<file path="config.mk">
export PLATFORM = sky130hd
export DESIGN_NAME = bhvs_fifo
export DESIGN_NICKNAME = d
export VERILOG_FILES = /design/src/bhvs_pkg.sv /design/src/bhvs_fifo.sv
export SDC_FILE = /design/constraint.sdc
export NUM_CORES = 1
export LEC_CHECK = 0
export BUFFER_PORTS_ARGS = -buffer_cell sky130_fd_sc_hd__buf_4
export CAP_MARGIN = 20
export CORE_MARGIN = 3
export CORE_UTILIZATION = 50
export DETAILED_ROUTE_END_ITERATION = 12
export PLACE_DENSITY = 0.71
export SLEW_MARGIN = 20
export SYNTH_ARGS = -nofsm -noshare
export SYNTH_HDL_FRONTEND = slang
export SYNTH_SLANG_ARGS = --single-unit
</file>
<file path="constraint.sdc">
create_clock -name clk -period 2.85 [get_ports clk]
set_clock_uncertainty 0.15 [all_clocks]
set_input_delay 0.57 -clock clk [delete_from_list [all_inputs] [get_ports clk]]
set_output_delay 0.57 -clock clk [all_outputs]
set_load 0.005 [all_outputs]
</file>
<file path="src/bhvs_pkg.sv">
// Shared constants and types for the bitstate hash visited-set core.
package bhvs_pkg;

    // Table size in bytes; must be a power of two (8 * TABLE_BYTES bits).
    localparam int TABLE_BYTES = 4096;
    localparam int TABLE_BITS  = TABLE_BYTES * 8;
    localparam int HASH_W      = $clog2(TABLE_BITS);

    // Result address field width.
    localparam int ADDR_W  = 15;
    localparam int COUNT_W = 32;

    // Hash constants.
    localparam logic [63:0] HASH_SEED = 64'd19;
    localparam logic [63:0] ZERO_MUL  = 64'd99277;
    localparam logic [63:0] ADD_KEY   = 64'd104729;
    localparam logic [63:0] BYTE_MUL  = 64'd57193;

    // Bitmap RAM organization: rows of ROW_BITS bits.
    localparam int ROW_BITS = (TABLE_BITS < 32) ? TABLE_BITS : 32;
    localparam int BIT_W    = $clog2(ROW_BITS);
    localparam int ROWS     = TABLE_BITS / ROW_BITS;
    localparam int ROW_AW   = (ROWS > 1) ? $clog2(ROWS) : 1;

    // Probe queue between front and back.
    localparam int FIFO_DEPTH = 4;
    localparam int FIFO_AW    = $clog2(FIFO_DEPTH);

    typedef struct packed {
        logic [HASH_W-1:0] addr;
    } probe_req_t;

    typedef struct packed {
        logic       push;
        probe_req_t req;
    } front_push_t;

endpackage

</file>
<file path="src/bhvs_fifo.sv">
// Short probe queue between the hash front end and the probe back end.
module bhvs_fifo (
    input  logic                 clk,
    input  logic                 rst_n,
    input  bhvs_pkg::front_push_t push,
    input  logic                 pop,
    output logic                 head_valid,
    output bhvs_pkg::probe_req_t head,
    output logic                 full
);

    bhvs_pkg::probe_req_t          entry_reg [bhvs_pkg::FIFO_DEPTH];
    logic [bhvs_pkg::FIFO_AW-1:0]  wr_ptr_reg;
    logic [bhvs_pkg::FIFO_AW-1:0]  rd_ptr_reg;
    logic [bhvs_pkg::FIFO_AW:0]    count_reg;
    logic [bhvs_pkg::FIFO_AW:0]    count_next;
    logic                          do_push;
    logic                          do_pop;

    assign full       = (count_reg == (bhvs_pkg::FIFO_AW+1)'(bhvs_pkg::FIFO_DEPTH));
    assign head_valid = (count_reg != '0);
    assign head       = entry_reg[rd_ptr_reg];
    assign do_push    = push.push && !full;
    assign do_pop     = pop && head_valid;

    always_comb
    begin
        count_next = count_reg;
        if (do_push && !do_pop)
        begin
            count_next = count_reg + 1'b1;
        end
        else if (do_pop && !do_push)
        begin
            count_next = count_reg - 1'b1;
        end
    end

    always_ff @(posedge clk)
    begin
        if (do_push)
        begin
            entry_reg[wr_ptr_reg] <= push.req;
        end
    end

    always_ff @(posedge clk or negedge rst_n)
    begin
        if (!rst_n)
        begin
            wr_ptr_reg <= '0;
            rd_ptr_reg <= '0;
            count_reg  <= '0;
        end
        else
        begin
            if (do_push)
            begin
                wr_ptr_reg <= wr_ptr_reg + 1'b1;
            end
            if (do_pop)
            begin
                rd_ptr_reg <= rd_ptr_reg + 1'b1;
            end
            count_reg <= count_next;
        end
    end

endmodule

</file>
## Word-level counts from Yosys, hierarchy flattened

Memories as Yosys holds them, arrays and structs flattened.
Cells that the tools add are included.

| word-level totals | value |
|---|---|
| flip-flop bits (word level) | 7 |
| latch bits | 0 |
| memory bits (writable) | 60 |
| bits in read-only memories | 0 |
| bits of input ports | 19 |
| output and inout port bits | 17 |
| logic and storage cells | 22 |
| memories | 1 |

Memory list:

| memory | words | width | read ports | clocked after memory_dff | wr ports | line | text |
|---|---|---|---|---|---|---|---|
| entry_reg | 4 | 15 | 1 | 0 | 1 | bhvs_fifo.sv:12 | `bhvs_pkg::probe_req_t entry_reg [bhvs_pkg::FIFO_DEPTH];` |

| operators by class | value |
|---|---|
| add/sub/neg operators | 4 |
| multiply operators | 0 |
| div/mod/pow operators | 0 |
| $lt $le $gt $ge | 0 |
| equality and inequality tests | 1 |
| shift operators | 0 |
| muxes and demuxes | 4 |
| bitwise operators | 0 |
| reductions and logical operators | 9 |

Operator list:

| kind | number |
|---|---|
| $mux 3 | 2 |
| $add 2x1->2 const B | 2 |
| $logic_and 1x1->1 | 4 |
| $add 3x1->3 const B | 1 |
| $eq 3x3->1 const B | 1 |
| $logic_not 1->1 | 3 |
| $reduce_bool 3->1 | 1 |
| $sub 3x1->3 const B | 1 |
| $mux 1 | 2 |
| $reduce_bool 2->1 | 1 |

## Logic depth before layout (Yosys ltp)

Gate-level depths: netlist of run 1.

| logic depth | value |
|---|---|
| word-level depth | 7 |
| mapped depth | 9 |
| mapped depth without buffers | 8 |

## Least setup slack after synthesis of run 1

OpenSTA, ideal clock, no wires.

| path | value |
|---|---|
| path type | register -> register |
| start | register count_reg[1] (netlist name) |
| end | register count_reg[2] (netlist name) |
| setup time | 79 ps |
| arrival time | 1885 ps |
| required time | 2621 ps |
| setup slack | 736 ps |
| stages on the path, launching flop included | 9 |
| buffers on the path | 0 |
| clock period less this slack | 2114 ps |
| path through | dfrtp_1 > or3_1 > nand2_1 > ha_1 > inv_1 > fa_1 > xor2_1 > nor2_1 > xor2_1 |

| on the way | value |
|---|---|
| elaborated cells between the ends (all ways) | 14 |
| those cells by class | add/sub (2); eq/ne (1); mux (2); reduce/logical (9) |

RTL lines:

| item | line | text |
|---|---|---|
| from (decl) | bhvs_fifo.sv:15 | `logic [bhvs_pkg::FIFO_AW:0] count_reg;` |
| from (signal assigned) | bhvs_fifo.sv:65 | `count_reg <= count_next;` |
| $reduce_bool 3->1 * | bhvs_fifo.sv:21 | `assign head_valid = (count_reg != '0);` |
| via head_valid | bhvs_fifo.sv:7 | `output logic head_valid,` |
| $logic_and 1x1->1 * | bhvs_fifo.sv:24 | `assign do_pop = pop && head_valid;` |
| $logic_not 1->1 | bhvs_fifo.sv:29 | `if (do_push && !do_pop)` |
| $logic_and 1x1->1 | bhvs_fifo.sv:29 |  |
| $mux 3 / $reduce_bool 2->1 (equally long branches) | n/a |  |

The timed path passes the listed nets; every way through them passes the cells marked *. The select of a mux whose other input is x is not followed.
A chain may end at the register's enable or synchronous reset.

==> results of run 1 <==
cells in the final DEF, fill, tap and decap left out:
master         count
mux4_2            11
mux4_1             4
or3_1              1
clkinvlp_4         1
clkinv_1           1
clkbuf_8           9
buf_4             43
nor2_1             1
clkinv_2           2
fa_1               1
ha_1               5
dlygate4sd3_1      1
bufinv_16          1
dfrtp_1            7
nand3_1            1
nand2_1            1
nor3b_2            1
xnor2_1            4
and2_1             4
mux2_2             1
xor2_1             2
nor2b_1            1
inv_1              3
mux2_4             1
clkinv_4           2
edfxtp_1          60
area by class of cell:
| type | count | area share, % |
|---|---|---|
| multi-input combinational | 39 | 18.2 |
| inverter | 3 | 0.355 |
| clock buffer | 9 | 3.90 |
| sequential | 67 | 62.3 |
| clock inverter | 7 | 2.17 |
| tap | 67 | 2.64 |
| timing repair buffer | 44 | 10.5 |
layer usage:
| layer | vias up | GRT usage [%] | routed length, um |
|---|---|---|---|
| met5 | - | 0 | 0 |
| met4 | 0 | 6.82 | 44 |
| met3 | 5 | 5.16 | 248 |
| met2 | 45 | 23.3 | 2050 |
| met1 | 617 | 18.6 | 1690 |
| li1 | 555 | - | - |
cells by family (layout without fill, tap and decap cells):
logic type / Yosys count / in the layout / synth area share, %
xor gates and xnor gates: 6 / 6 / 2.01
adders and majority gates: 6 / 6 / 3.15
buffers and inverters: 8 / 63 / 2.44
DFF: 67 / 67 / 75.5
muxes: 17 / 17 / 14.5
and+or+nand+nor: 10 / 10 / 2.39
repair_timing:
item / 4_1_cts / 5_1_grt
endpoints found under the hold margin: 7 / 0
gates resized for setup: 0 / 0
setup buffers: 0 / 0
hold buffers: 1 / 0
worst max-delay path: stages, from the launching register on:
cell and delay, ns:
dfrtp_1 0.57, buf_4 0.24, mux4_1 0.55, buf_4 0.15
worst min-delay path by stage:
stage                     startpoint  slack, ns  cells after the start         endpoint
after global routing         push[6]       0.26                      1  entry_reg[1][6]
final                        push[2]       0.29                      1  entry_reg[2][2]
after CTS                    push[2]       0.27                      1  entry_reg[0][2]
after detailed placement       rst_n       0.24                      1     count_reg[2]
after floorplan                rst_n       0.12                      0     count_reg[0]
after global placement         rst_n       0.24                      1     count_reg[1]
power groups by stage:
stage                     logic, mW  clock network, mW  registers [mW]
after floorplan               0.658                  0            1.39
after global placement        0.970                  0            1.44
after detailed placement      0.994                  0            1.46
after CTS                     0.994              0.766            1.44
after global routing           1.06              0.806            1.46
final                         0.969              0.740            1.43
through the flow:
step,hold WS [ns],instance area (sq um),worst slack [ns],std cells,power [mW]
floorplan,0.124,2620,0.736,114,2.05
global placement,0.237,2970,0.635,219,2.41
detailed placement,0.241,2970,0.614,219,2.45
CTS,0.266,3170,0.242,236,3.20
global route,0.262,3170,0.183,236,3.33
finish,0.286,3170,0.297,236,3.14
==> flow_summary.ini, run 1 <==
[critical_path]
crit_path_end_kind = output port
crit_path_start_kind = register
setup.worst_path.start = rd_ptr_reg[0]
worstPathArrival_ns = 1.83
ff2ff_setup_slack_ns = 0.60
required_ns = 2.13
rr_startpoint = count_reg[1]
crit_end = head[1]
cp_max_fo = 8
reg2regPathDepth = 8
worst_r2r_endpoint = count_reg[2]
worstSetupPathType = reg -> out

[detailed_routing]
ant_nets = 0
vias_per_cell = 5.18
post_drt_wl_per_cell_um = 17.1
routed-via-count = 1222
post-route-drc-count = 0
first_pass_iters = 4
routed_wl_um = 4040
drt-initial-drc-count = 70

[floorplan]
io_pins = 36
core-area_sq_mm = 0.00488
die_y_um = 78.4
die_w_um = 78.4
die-area_sq_mm = 0.00614
start_util_pct = 53.6
rows = 25

[clock_network]
cts.sinks = 67
clk_latency_ns = 0.33
cts_tree = done
cts_root_buf = clkbuf_8
cts-htree-levels = 3
path_clk_slew_ns = 0.07
numCtsBuffers = 9
clockBufferDepth = 2

[synth]
post-synth-top-count-cell = edfxtp_1
synthArstFlopShare_pct = 10.4
ys_seq_elements = 67
yosysSeqAreaShare_pct = 75.5
netlist-cell-type-count = 21
ys.flop_type = edfxtp_1
syn-cell-area_sq_mm = 0.00262
avgSynthCellArea_sq_um = 23.0
synth_top_area_share_pct = 68.8
yosys-top-cells-area = edfxtp_1 69%, mux4_2 9.5%, dfrtp_1 6.7%, mux4_1 4.0%, ha_1 2.4%
mappedNetlistNets = 139
synthTopCellsByCount = 60 x edfxtp_1, 11 x mux4_2, 7 x dfrtp_1, 5 x ha_1
yosysTopAreaCell = edfxtp_1
synth_edf_count = 60
yosysWarnings = 0
synthCells = 114

[finish]
synthToLayoutAreaGrowth_pct = 21.3
fillCellCount = 356
final_layout_size_suffix_gt1_share_pct = 42.6
seqCellArea_sq_mm = 0.00198
multi_input_area_sq_um = 577
largest_register_ffs = 60
antenna_cells = 0
nets = 189
utilization_pct = 65.1

[pwr]
p_per_area_mw_per_mm2 = 989
pwr-share-comb_pct = 30.9
swShare_pct = 27.2
ir_drop_mv = 0.675
p_leak_nw = 1.17
p_int_mw = 2.29
power_frac_seq_pct = 45.6
pwr-share-clk_pct = 23.5
p_switching_uw = 854

[hold_path]
holdCritPathClass = in -> reg

[placement]
place_hpwl_um = 2730
globalplace.congestion = 0.695
io_buffers = 35

[grt]
overflow = 0
grt_pass1_wl_um = 6620
grt_antenna_before_repair = 0
grt_usage_pct = 14.8
grt_pass1_vias = 1335
grt_max_degree = 16

[flow_run]
cap_violations = 0

[outcome]
outcome = completed

[timing]
timing.setup.tns_ns = 0
grt_setup_unrepaired = false
worst_pin_slew_ns = 0.383
final_max_slew_viol_count = 0
hold_viol = 0
max_slew_margin_pct = 74.5
fin_crit_ns = 2.55
finalSetupViolCount = 0
fmax_ghz = 0.392
timing.final.crit_share_pct = 89.6
(Power assumes the default switching activity.)
==> run 2: changes to the inputs <==
Settings changed: ABC_CLOCK_PERIOD_IN_PS set to 2850, CORE_MARGIN 3 to 5, PLACE_DENSITY 0.71 to unset, PLACE_DENSITY_LB_ADDON set to 0.25.
==> run 2 against run 1 <==
Net effect:
- total power is 0.41% lower
- register-to-register slack got worse by 0.08 ns
- sequential cell count did not move
- combinational power grew 0.9%
- global-route usage is 0.55 points lower
- maximum frequency grew 4.8%
- highest routed layer unchanged
- die area is 10% higher
- clock power fell by 2%
- critical path depth is the same
- clock-buffer cell count is 1 higher
- first-iteration DRC count shrank 10%
==> flow_summary.ini, run 2 (synthesis results as in run 1) <==
[finish]
multi_input_area_sq_um = 577
final_layout_size_suffix_gt1_share_pct = 41.9
seqCellArea_sq_mm = 0.00198
final_common_cell = edfxtp_1
antenna_cells = 0
final_area_sq_mm = 0.00316
fillCellCount = 380
nets = 188
synthToLayoutAreaGrowth_pct = 20.7
utilization_pct = 61.9
largest_register_ffs = 60
final_cell_mix = 60 x edfxtp_1, 42 x buf_4, 11 x mux4_2
final_cells = 237

[critical_path]
crit_path_start_kind = register
worst_r2r_endpoint = count_reg[2]
rr_startpoint = count_reg[2]
crit_end = head[6]
worstPathArrival_ns = 1.72
worstSetupPathType = reg -> out
crit_path_end_kind = output port
required_ns = 2.13
cp_max_fo = 12
ff2ff_setup_slack_ns = 0.52
setup.worst_path.start = rd_ptr_reg[1]
reg2regPathDepth = 8

[detailed_routing]
drt-initial-drc-count = 63
post-route-drc-count = 0
post_drt_wl_per_cell_um = 17.4
routed-via-count = 1200
vias_per_cell = 5.06
first_pass_iters = 4
routed_wl_um = 4110
ant_nets = 0

[outcome]
outcome = completed

[timing]
timing.final.crit_share_pct = 85.5
worst_pin_slew_ns = 0.543
hold_viol = 0
max_slew_margin_pct = 63.8
final_max_slew_viol_count = 0
fmax_ghz = 0.410
finalSetupViolCount = 0
timing.setup.tns_ns = 0
worst_slack_ns = 0.413
fin_crit_ns = 2.44
grt_setup_unrepaired = false

[clock_network]
postCtsHoldBufs = 1
numCtsBuffers = 9
cts.sinks = 67
path_clk_slew_ns = 0.07
clk_latency_ns = 0.33
cts-htree-levels = 3
post_cts_buffers = 0
ctsResizeCount = 0
cts_root_buf = clkbuf_8
clockBufferDepth = 2
cts_tree = done

[placement]
place_hpwl_um = 2770
pre_cts_ws_ns = 0.397
dp_cells = 221
place_area_sq_mm = 0.00297
globalplace.congestion = 0.719
io_buffers = 35

[grt]
grt_pass1_wl_um = 6620
overflow = 0
grt_max_degree = 13
grt_antenna_before_repair = 0
grt_pass1_vias = 1287
grt_usage_pct = 14.3

[floorplan]
start_util_pct = 51.2
die_w_um = 82.4
die_y_um = 82.4
core-area_sq_mm = 0.00511
die-area_sq_mm = 0.00678
io_pins = 36
rows = 26

[pwr]
p_leak_nw = 1.15
p_per_area_mw_per_mm2 = 990
ir_drop_mv = 0.586

[hold_path]
holdCritPathClass = in -> reg

[flow_run]
cap_violations = 0
run 2: routing by layer:
layer  part of all wire (%)  track usage [%]  wire length, um
met5                      0                0                0
met4                   0.92             6.48               38
met3                    6.7             5.97              276
met2                     52             22.8             2120
met1                     41             16.8             1680
run 2: area by class of cell:
type	count	area share, %
Sequential cell	67	62.5
Tap cell	70	2.77
Multi-Input combinational cell	39	18.3
Clock buffer	10	4.04
Timing Repair Buffer	43	10.3
Clock inverter	5	1.74
Inverter	3	0.356
run 2: how the worst min path moves through the flow:
stage	slack (ns)	end	cells after the start	start
6_report	0.28	entry_reg[3][11]	1	push[11]
3_5_place_dp	0.24	count_reg[1]	1	rst_n
3_3_place_gp	0.24	count_reg[0]	1	rst_n
2_1_floorplan	0.12	count_reg[0]	0	rst_n
4_1_cts	0.26	entry_reg[2][1]	1	push[1]
5_1_grt	0.26	entry_reg[3][11]	1	push[11]
run 2: report_power, final:
part	leakage [nW]	switching, mW	internal [mW]	total (mW)
Combinational	0.435	0.408	0.570	0.978
Sequential	0.631	0.110	1.31	1.43
Clock	0.0881	0.329	0.396	0.724
Total	1.15	0.847	2.28	3.13
run 2: per-stage QoR:
stage	hold WS (ns)	power [mW]
after floorplan	0.124	2.05
after global placement	0.236	2.42
after detailed placement	0.239	2.45
after CTS	0.263	3.19
after global routing	0.265	3.32
final	0.282	3.13
run 2: worst max-delay path, cell delays in order (launching register included):
cell and delay [ns]:
dfrtp_1 0.68, buf_4 0.25, mux4_2 0.30, buf_4 0.15
