--- src/bhvs_pkg.sv ---
// Shared constants and types for the bitstate hash visited-set core.
package bhvs_pkg;

    // Table size in bytes; must be a power of two (8 * TABLE_BYTES bits).
    localparam int TABLE_BYTES = 4096;
    localparam int TABLE_BITS  = TABLE_BYTES * 8;
    localparam int HASH_W      = $clog2(TABLE_BITS);

    // Result address field width.
    localparam int ADDR_W  = 15;
    localparam int COUNT_W = 32;

    // Hash constants.
    localparam logic [63:0] HASH_SEED = 64'd19;
    localparam logic [63:0] ZERO_MUL  = 64'd99277;
    localparam logic [63:0] ADD_KEY   = 64'd104729;
    localparam logic [63:0] BYTE_MUL  = 64'd57193;

    // Bitmap RAM organization: rows of ROW_BITS bits.
    localparam int ROW_BITS = (TABLE_BITS < 32) ? TABLE_BITS : 32;
    localparam int BIT_W    = $clog2(ROW_BITS);
    localparam int ROWS     = TABLE_BITS / ROW_BITS;
    localparam int ROW_AW   = (ROWS > 1) ? $clog2(ROWS) : 1;

    // Probe queue between front and back.
    localparam int FIFO_DEPTH = 4;
    localparam int FIFO_AW    = $clog2(FIFO_DEPTH);

    typedef struct packed {
        logic [HASH_W-1:0] addr;
    } probe_req_t;

    typedef struct packed {
        logic       push;
        probe_req_t req;
    } front_push_t;

endpackage

--- src/bhvs_hash_front.sv ---
// Front end: running byte hash, emits one probe request per finished state.
module bhvs_hash_front (
    input  logic                 clk,
    input  logic                 rst_n,
    input  logic                 accept,
    input  logic [7:0]           state_byte,
    input  logic                 last_byte,
    input  logic                 empty_state,
    output bhvs_pkg::front_push_t push
);

    localparam logic [bhvs_pkg::HASH_W-1:0] SEED_W =
        bhvs_pkg::HASH_W'(bhvs_pkg::HASH_SEED);
    localparam logic [bhvs_pkg::HASH_W-1:0] ZMUL_W =
        bhvs_pkg::HASH_W'(bhvs_pkg::ZERO_MUL);
    localparam logic [bhvs_pkg::HASH_W-1:0] KEY_W =
        bhvs_pkg::HASH_W'(bhvs_pkg::ADD_KEY);
    localparam logic [bhvs_pkg::HASH_W-1:0] BMUL_W =
        bhvs_pkg::HASH_W'(bhvs_pkg::BYTE_MUL);

    // Only the low HASH_W bits of the 64-bit wrapping hash reach the address.
    logic [bhvs_pkg::HASH_W-1:0] hash_reg;
    logic [bhvs_pkg::HASH_W-1:0] hash_next;
    logic [bhvs_pkg::HASH_W-1:0] mul_a;
    logic [bhvs_pkg::HASH_W-1:0] mul_b;
    logic [bhvs_pkg::HASH_W-1:0] upd;

    always_comb
    begin
        if (state_byte == 8'd0)
        begin
            mul_a = hash_reg;
            mul_b = ZMUL_W;
        end
        else
        begin
            mul_a = hash_reg + (KEY_W ^ bhvs_pkg::HASH_W'(state_byte));
            mul_b = BMUL_W;
        end
        upd = bhvs_pkg::HASH_W'(mul_a * mul_b);

        hash_next     = hash_reg;
        push.push     = 1'b0;
        push.req.addr = upd;
        if (accept)
        begin
            if (empty_state)
            begin
                push.push     = 1'b1;
                push.req.addr = '0;
                hash_next     = SEED_W;
            end
            else if (last_byte)
            begin
                push.push = 1'b1;
                hash_next = SEED_W;
            end
            else
            begin
                hash_next = upd;
            end
        end
    end

    always_ff @(posedge clk or negedge rst_n)
    begin
        if (!rst_n)
        begin
            hash_reg <= SEED_W;
        end
        else
        begin
            hash_reg <= hash_next;
        end
    end

endmodule

--- config.mk ---
export PLATFORM = sky130hd
export DESIGN_NAME = bhvs_hash_front
export DESIGN_NICKNAME = d
export VERILOG_FILES = /design/src/bhvs_pkg.sv /design/src/bhvs_hash_front.sv
export SDC_FILE = /design/constraint.sdc
export NUM_CORES = 1
export LEC_CHECK = 0
export ABC_CLOCK_PERIOD_IN_PS = 25200
export BUFFER_PORTS_ARGS = -buffer_cell sky130_fd_sc_hd__buf_2
export CORE_ASPECT_RATIO = 2
export CORE_MARGIN = 3
export CORE_UTILIZATION = 30
export DETAILED_ROUTE_END_ITERATION = 8
export HOLD_SLACK_MARGIN = 0.1
export SLEW_MARGIN = 40
export SYNTH_ARGS = -nofsm -noshare
export SYNTH_HDL_FRONTEND = slang
export SYNTH_SLANG_ARGS = --single-unit
--- constraint.sdc ---
create_clock -name clk -period 25.2 [get_ports clk]
set_input_delay 5.04 -clock clk [delete_from_list [all_inputs] [get_ports clk]]
set_output_delay 5.04 -clock clk [all_outputs]
set_load 0.1 [all_outputs]
-- After elaboration in Yosys (flattened, before gate mapping)
Cells that the tools add are included.
- $add $sub $neg: 1
- $mul: 1
- div/mod/pow operators: 0
- magnitude comparators: 0
- equal/unequal tests: 0
- shift-type cells: 0
- multiplexer cells: 8
- bitwise gates (word level): 1
- reductions and logical operators: 1
- operators by type and width (operator ; count):
    15-bit 2-to-1 mux ; 5
    16-bit 2-to-1 mux ; 1
    15-bit by 13-bit adder with 15-bit output ; 1
    15-bit by 15-bit multiplier with 15-bit output ; 1
    8-bit zero test ; 1
    3-bit NOT with 6-bit output ; 1
    1-bit 2-to-1 mux ; 2
- register bits after elaboration: 15
- latch bits: 0
- RAM bits: 0
- memory bits (read-only): 0
- bits of input ports: 13
- output and inout port bits: 16
- word-level logic and storage cells: 13
- memories: 0

-- Depth between registers and ports, before layout
Gate-level depths: netlist of the first run.
- depth after elaboration: 6
- depth in mapped cells: 30
- gate-level depth less buffers: 30

-- Worst setup path before layout of the first run
No wires, ideal clock.
- path type: input-to-output
- start point: input state_byte[0]
- end point: output push[14] (netlist name)
- data arrival time: 12715 ps
- data required time: 20160 ps
- path slack: 7445 ps
- stages: 28
- path buffers: 0
- cell sequence: inv_1 ha_1 fa_1 a211oi_1 o21a_1 o21bai_1 a211oi_1 xnor2_1 and2_1 ha_1 inv_1 fa_1 fa_1 fa_1 inv_1 fa_1 inv_1 fa_1 xnor2_1 xnor2_1 xnor3_1 xnor3_2 xnor2_2 xnor2_2 xnor2_1 xnor2_1 xnor2_1 nor2_1
- RTL lines (element ; line ; RTL):
    start, declared ; bhvs_hash_front.sv:6 ; input logic [7:0] state_byte,
    end, declared ; bhvs_hash_front.sv:9 ; output bhvs_pkg::front_push_t push

==> impl_summary.txt, run 1 <==
----------------------------------------------------
[Outcome]
  Status ... finished, final reports clean

[Worst setup path]
  Setup Crit Path Kind ... in2out
  Crit path largest cell delay ... approximately 0.56 ns
  Data arrival at the endpoint of the critical path ... 12.63 ns
  Terminus of the critical flop-to-flop path ... hash_reg[14]
  Largest fanout on the critical path ... 5
  Critical Path End Type ... output port
  Data required time of the worst path ... 20.16 ns
  Crit start category ... input pin
  Master of the slowest instance on the critical path ... sky130_fd_sc_hd__fa_1
  Internal reg-to-reg setup slack ... between 15 and 20 ns
  Launch instance of the worst register-to-register path ... hash_reg[1]
  Number of cell instances on the worst register-to-register path ... 23

[Die]
  Ports placed on the boundary ... 29
  Die Outline Area ... 0.01491 mm2
  Starting density of the core ... 0.3077
  Std-Cell Core Area ... about 0.013 mm2
  Std cell rows ... 59
  Die extent in y ... 169.7 um
  Die Width ... 87.86 um

[Logic synthesis]
  Main flop type after synthesis ... sky130_fd_sc_hd__dfrtp_1
  Synthesized netlist net count ... 598
  Number of distinct library cells after synthesis ... 51
  Fraction of the yosys area taken by sequential cells ... 0.09430
  Total of flip-flops plus latches after synthesis ... 15
  Post-synthesis cell count ... about 470
  Syn avg cell area ... 8.535 um2
  Share of flip-flops with an asynchronous set or reset after synthesis ... 1.000
  Number of synthesized flops with an enable pin ... 0
  Combined area of all synthesized cells ... 0.004020 mm2
  Yosys warning total ... 0

[STA]
  Final number of setup-violating endpoints ... 0
  RSZ-0062 raised after global routing ... no
  Headroom to the max-slew limit ... 0.4801
  Final Hold Viols ... 0
  Final worst path period need ... ~18 ns
  Pins Over Slew Limit ... 0
  Post-route clock period utilization ... 0.7012
  Least-Margin Pin Slew ... 0.7743 ns
  Fmax ... ~0.057 GHz
  Final worst clock skew ... 0.001433 ns
  Final setup TNS ... 0 ns

[CTS]
  Worst-Skew Late Latency ... 0.25 ns
  Post-CTS setup buffer count ... 0
  Number of buffers added by the clock tree synthesis step ... 3
  Root Buffer ... sky130_fd_sc_hd__clkbuf_16
  H-tree Lvls ... 1
  Post-CTS resize count ... 0
  Clk slew on worst S/H paths ... 0.05 ns
  Maximum clock insertion buffer count ... 2
  Hold_buf cts ... 0
  Number of clock sinks ... 15
  CTS tree ... built

[Routing]
  First DRT Iteration DRCs ... 71
  Aggregate routed wire length ... 10.72 mm
  Average wire length per cell after detail routing ... approximately 17 um
  Drt via density ... approximately 4.9
  DRC ... 0
  Routed via count ... 3,177
  Number of optimization iterations in the first detailed-route pass ... 4
  Count of antenna-violating nets left after detailed routing ... 0

[Cells and area]
  Filler cell count ... roughly 1,300
  Max reg flops ... 15
  Layout cell share with drive strength beyond 1 ... 0.09293
  Storage cell area ... 379.1 um2
  Multi-input gate area ... 0.003104 mm2
  Number of nets in the layout ... 623
  Diodes inserted ... 0
  Area Growth Syn to Fin ... 9.244%

[Hold path]
  Hold-critical path endpoint ... hash_reg[0]
  Critical hold path startpoint ... hash_reg[0]
  Number of cells on the worst hold path ... 2
  Class of the worst hold path ... reg2reg

[Placement]
  Number of port buffers ... 28
  Global placement routability congestion ... around 0.96
  DP Wirelength ... 9.771 mm

[Global route]
  Overall global routing resource usage ... 0.1560
  Remaining global-route overflow ... 0
  Number of global-route vias before repair ... between 3,000 and 4,000
  Pin count of the biggest net entering global routing ... 21
  Wire length of the first global-routing pass ... 17.42 mm
  Initial antenna violation count ... 0

[Job]
  Reported max-cap violation count ... 0

----------------------------------------------------
-- cells by family after synthesis --
group                    count (synthesis)  synth area share
AO/OA/AOI/OAI                           65            0.1055
XOR/XNOR                                41            0.1055
AND/OR/NAND/NOR                         95            0.1186
flip-flops                              15           0.09431
buffers and inverters                  141            0.1335
adder cells (fa/ha/maj)                114            0.4426
-- cells in the final DEF (no fill, tap or decap), drive strengths merged, types with 2 or more instances in the layout --
cell       n
a211o      2
a211oi     5
a21o       2
a21oi     12
and2       6
and3       3
buf       28
clkbuf     4
dfrtp     12
dfstp      3
fa        47
ha        67
inv      133
nand2     18
nand2b     3
nand3      4
nor2      38
nor2b      5
nor3       6
nor4       3
o2111ai    2
o211a      2
o21ai     15
o21bai     4
o22a       2
o22ai     10
or2        5
xnor2     29
xnor3      3
xor2       9
-- worst max-delay path by stage --
stage / start / endpoint / slack [ns] / cells after the start
2_1_floorplan: state_byte[0] / push[14] / 7.44 / 28
3_3_place_gp: state_byte[0] / push[14] / 7.66 / 29
3_5_place_dp: state_byte[0] / push[14] / 7.51 / 30
4_1_cts: state_byte[0] / push[14] / 7.51 / 30
5_1_grt: state_byte[0] / push[14] / 7.08 / 30
6_report: state_byte[0] / push[14] / 7.53 / 30
-- routing by layer --
metal	global-route usage	vias to the layer above	routed length, um
li1	-	1524	-
met1	0.1270	1557	3176
met2	0.3279	62	6586
met3	0.007289	34	152
met4	0.1049	0	800
met5	0	-	0
-- cell usage after synthesis, drive strengths merged (7+ instances only) --
cell type,n,area share
o21ai,15,0.019
ha,67,0.21
clkbuf,7,0.0065
xor2,9,0.020
fa,47,0.23
nand2,18,0.017
inv,133,0.12
nor2,38,0.035
o22ai,10,0.016
a21oi,12,0.015
xnor2,29,0.069
dfrtp,12,0.075
-- cell type report --
class / count / area share
well taps: 152 / 0.04330
multi-input cells: 315 / 0.7068
inverters: 133 / 0.1137
flip-flops and latches: 15 / 0.08632
clock buffers: 4 / 0.01795
repair buffers: 28 / 0.03191
-- stage by stage --
step | setup slack [ns] | utilization | instances | cell area [um2] | hold slack [ns]
5_1_grt | 7.083 | 0.3361 | 647 | 4392 | 0.5305
4_1_cts | 7.509 | 0.3361 | 647 | 4392 | 0.5230
3_3_place_gp | 7.658 | 0.3301 | 643 | 4313 | 0.5141
6_report | 7.529 | 0.3361 | 647 | 4392 | 0.5195
2_1_floorplan | 7.445 | - | 471 | 4020 | 0.4881
3_5_place_dp | 7.509 | 0.3301 | 643 | 4313 | 0.5142
-- worst max-delay path, delay by kind of cell --
kind                       cells  cell delay (ns)
AOI/OAI and AO/OA              4             0.98
adders and majority gates      8             3.36
and+or+nand+nor                2             0.30
xor gates and xnor gates      10             2.16
buffers and inverters          6             0.80
Power of run 1 is not shown: default switching activity piles up to over one toggle a cycle in this logic, so the estimate is an artifact.
==> run 2: changes to the inputs <==
ABC_CLOCK_PERIOD_IN_PS = 15900   (was 25200)
clock period = 15.9 ns   (was 25.2 ns; I/O delays follow)
==> impl_summary.txt, run 2 (same netlist as run 1, synthesis figures left out) <==
----------------------------------------------------
[Outcome]
  Status ... finished, final reports clean

[Worst setup path]
  Critical Path End Type ... output port
  Crit start category ... input pin
  Data arrival at the endpoint of the critical path ... about 11 ns
  Master of the slowest instance on the critical path ... sky130_fd_sc_hd__fa_1
  Data required time of the worst path ... 12.72 ns
  Largest fanout on the critical path ... 5
  Setup Crit Path Kind ... in2out
  Crit path largest cell delay ... 0.56 ns

[STA]
  Fmax ... just over 0.07 GHz
  RSZ-0062 raised after global routing ... no
  Pins Over Slew Limit ... 0
  Final Worst Setup Slack ... 1.924 ns
  Final worst clock skew ... 0.002400 ns
  Least-Margin Pin Slew ... 0.6563 ns
  Headroom to the max-slew limit ... 0.5578
  Final setup TNS ... 0 ns
  Post-route clock period utilization ... 0.8790
  Final number of setup-violating endpoints ... 0
  Final worst path period need ... 13.98 ns
  Final Hold Viols ... 0

[Routing]
  Routed via count ... between 3,000 and 4,000
  DRC ... 0
  Aggregate routed wire length ... between 10 and 15 mm
  Count of antenna-violating nets left after detailed routing ... 0
  Number of optimization iterations in the first detailed-route pass ... 5
  First DRT Iteration DRCs ... 96
  Average wire length per cell after detail routing ... 16.64 um
  Drt via density ... 4.842

[Hold path]
  Class of the worst hold path ... reg2reg

[Cells and area]
  Diodes inserted ... 0
  Max reg flops ... 15
  Number of nets in the layout ... 623
  Most common library cell in the layout ignoring fill and taps ... sky130_fd_sc_hd__inv_1
  Commonest non-fill, non-tap cells in the layout ... sky130_fd_sc_hd__inv_1, sky130_fd_sc_hd__ha_1, sky130_fd_sc_hd__fa_1, sky130_fd_sc_hd__nor2_1, sky130_fd_sc_hd__buf_2
  Area Growth Syn to Fin ... 9.430%
  Filler cell count ... roughly 1,300
  Layout cell share with drive strength beyond 1 ... 0.09495

[CTS]
  Number of buffers added by the clock tree synthesis step ... 3
  H-tree Lvls ... 1
  Post-CTS setup buffer count ... 0
  Clk slew on worst S/H paths ... 0.05 ns
  Worst-Skew Late Latency ... around 0.25 ns
  Post-CTS resize count ... 0
  CTS tree ... built
  Number of clock sinks ... 15
  Maximum clock insertion buffer count ... 2
  Hold_buf cts ... 0
  Root Buffer ... sky130_fd_sc_hd__clkbuf_16

[Die]
  Ports placed on the boundary ... 29
  Die extent in y ... 169.7 um
  Starting density of the core ... 0.3077
  Die Outline Area ... 0.01491 mm2
  Std cell rows ... 59
  Std-Cell Core Area ... 0.01307 mm2
  Die Width ... ~90 um

[Global route]
  Overall global routing resource usage ... 0.1589
  Pin count of the biggest net entering global routing ... 21
  Wire length of the first global-routing pass ... 17.77 mm
  Remaining global-route overflow ... 0
  Initial antenna violation count ... 0
  Number of global-route vias before repair ... 3,482

[Placement]
  Pre-CTS setup slack ... 1.922 ns
  Global placement routability congestion ... around 0.96
  Number of port buffers ... 28
  DP Wirelength ... 9.767 mm

[Job]
  Reported max-cap violation count ... 0

----------------------------------------------------
[run 2: cell counts in the layout (fill, tap and decap cells not counted)]
No cell type changed its count.
[run 2: worst max-delay path, delay by kind of cell]
| family | cells | cell delay [ns] |
|---|---|---|
| AND/OR/NAND/NOR | 2 | 0.30 |
| XOR/XNOR | 10 | 2.18 |
| adder cells (fa/ha/maj) | 8 | 3.34 |
| buffers and inverters | 6 | 0.78 |
| AO/OA/AOI/OAI | 4 | 1.00 |
[run 2: metal layers]
metal	GRT usage	vias to the layer above	wire, um
met5	0	-	0
met1	0.1352	1531	3229
met3	0.006317	29	129
met2	0.3321	49	6707
li1	-	1524	-
met4	0.09886	0	701
[run 2: layout make-up]
type,count,area (um2),share of cell area
tap,152,190.2,0.04323
inverter,133,499.2,0.1135
multi-input combinational,315,3112,0.7073
clock buffer,4,78.83,0.01792
sequential,15,379.1,0.08618
timing repair buffer,28,140.1,0.03185
[run 2: metrics by stage]
step / hold WS, ns / area [um2] / instances / utilization
after global placement: 0.5146 / 4313 / 643 / 0.3301
after floorplan: 0.4881 / 4020 / 471 / -
after CTS: 0.5226 / 4392 / 647 / 0.3361
after detailed placement: 0.5136 / 4313 / 643 / 0.3301
after global routing: 0.5307 / 4399 / 647 / 0.3367
final: 0.5181 / 4399 / 647 / 0.3367
[run 2: worst paths after layout]
check	startpoint	end	slack, ns	cells past startpoint
setup / recovery	state_byte[0]	push[14]	1.92	30
hold / removal	hash_reg[0]	hash_reg[0]	0.52	2
min in group asynchronous	rst_n	hash_reg[7]	2.84	1
max in group asynchronous	rst_n	hash_reg[4]	12.74	1
setup reg to reg	hash_reg[0]	hash_reg[14]	8.10	27
hold reg to reg	hash_reg[0]	hash_reg[0]	0.52	2
Power of run 2 is left out for the same reason.
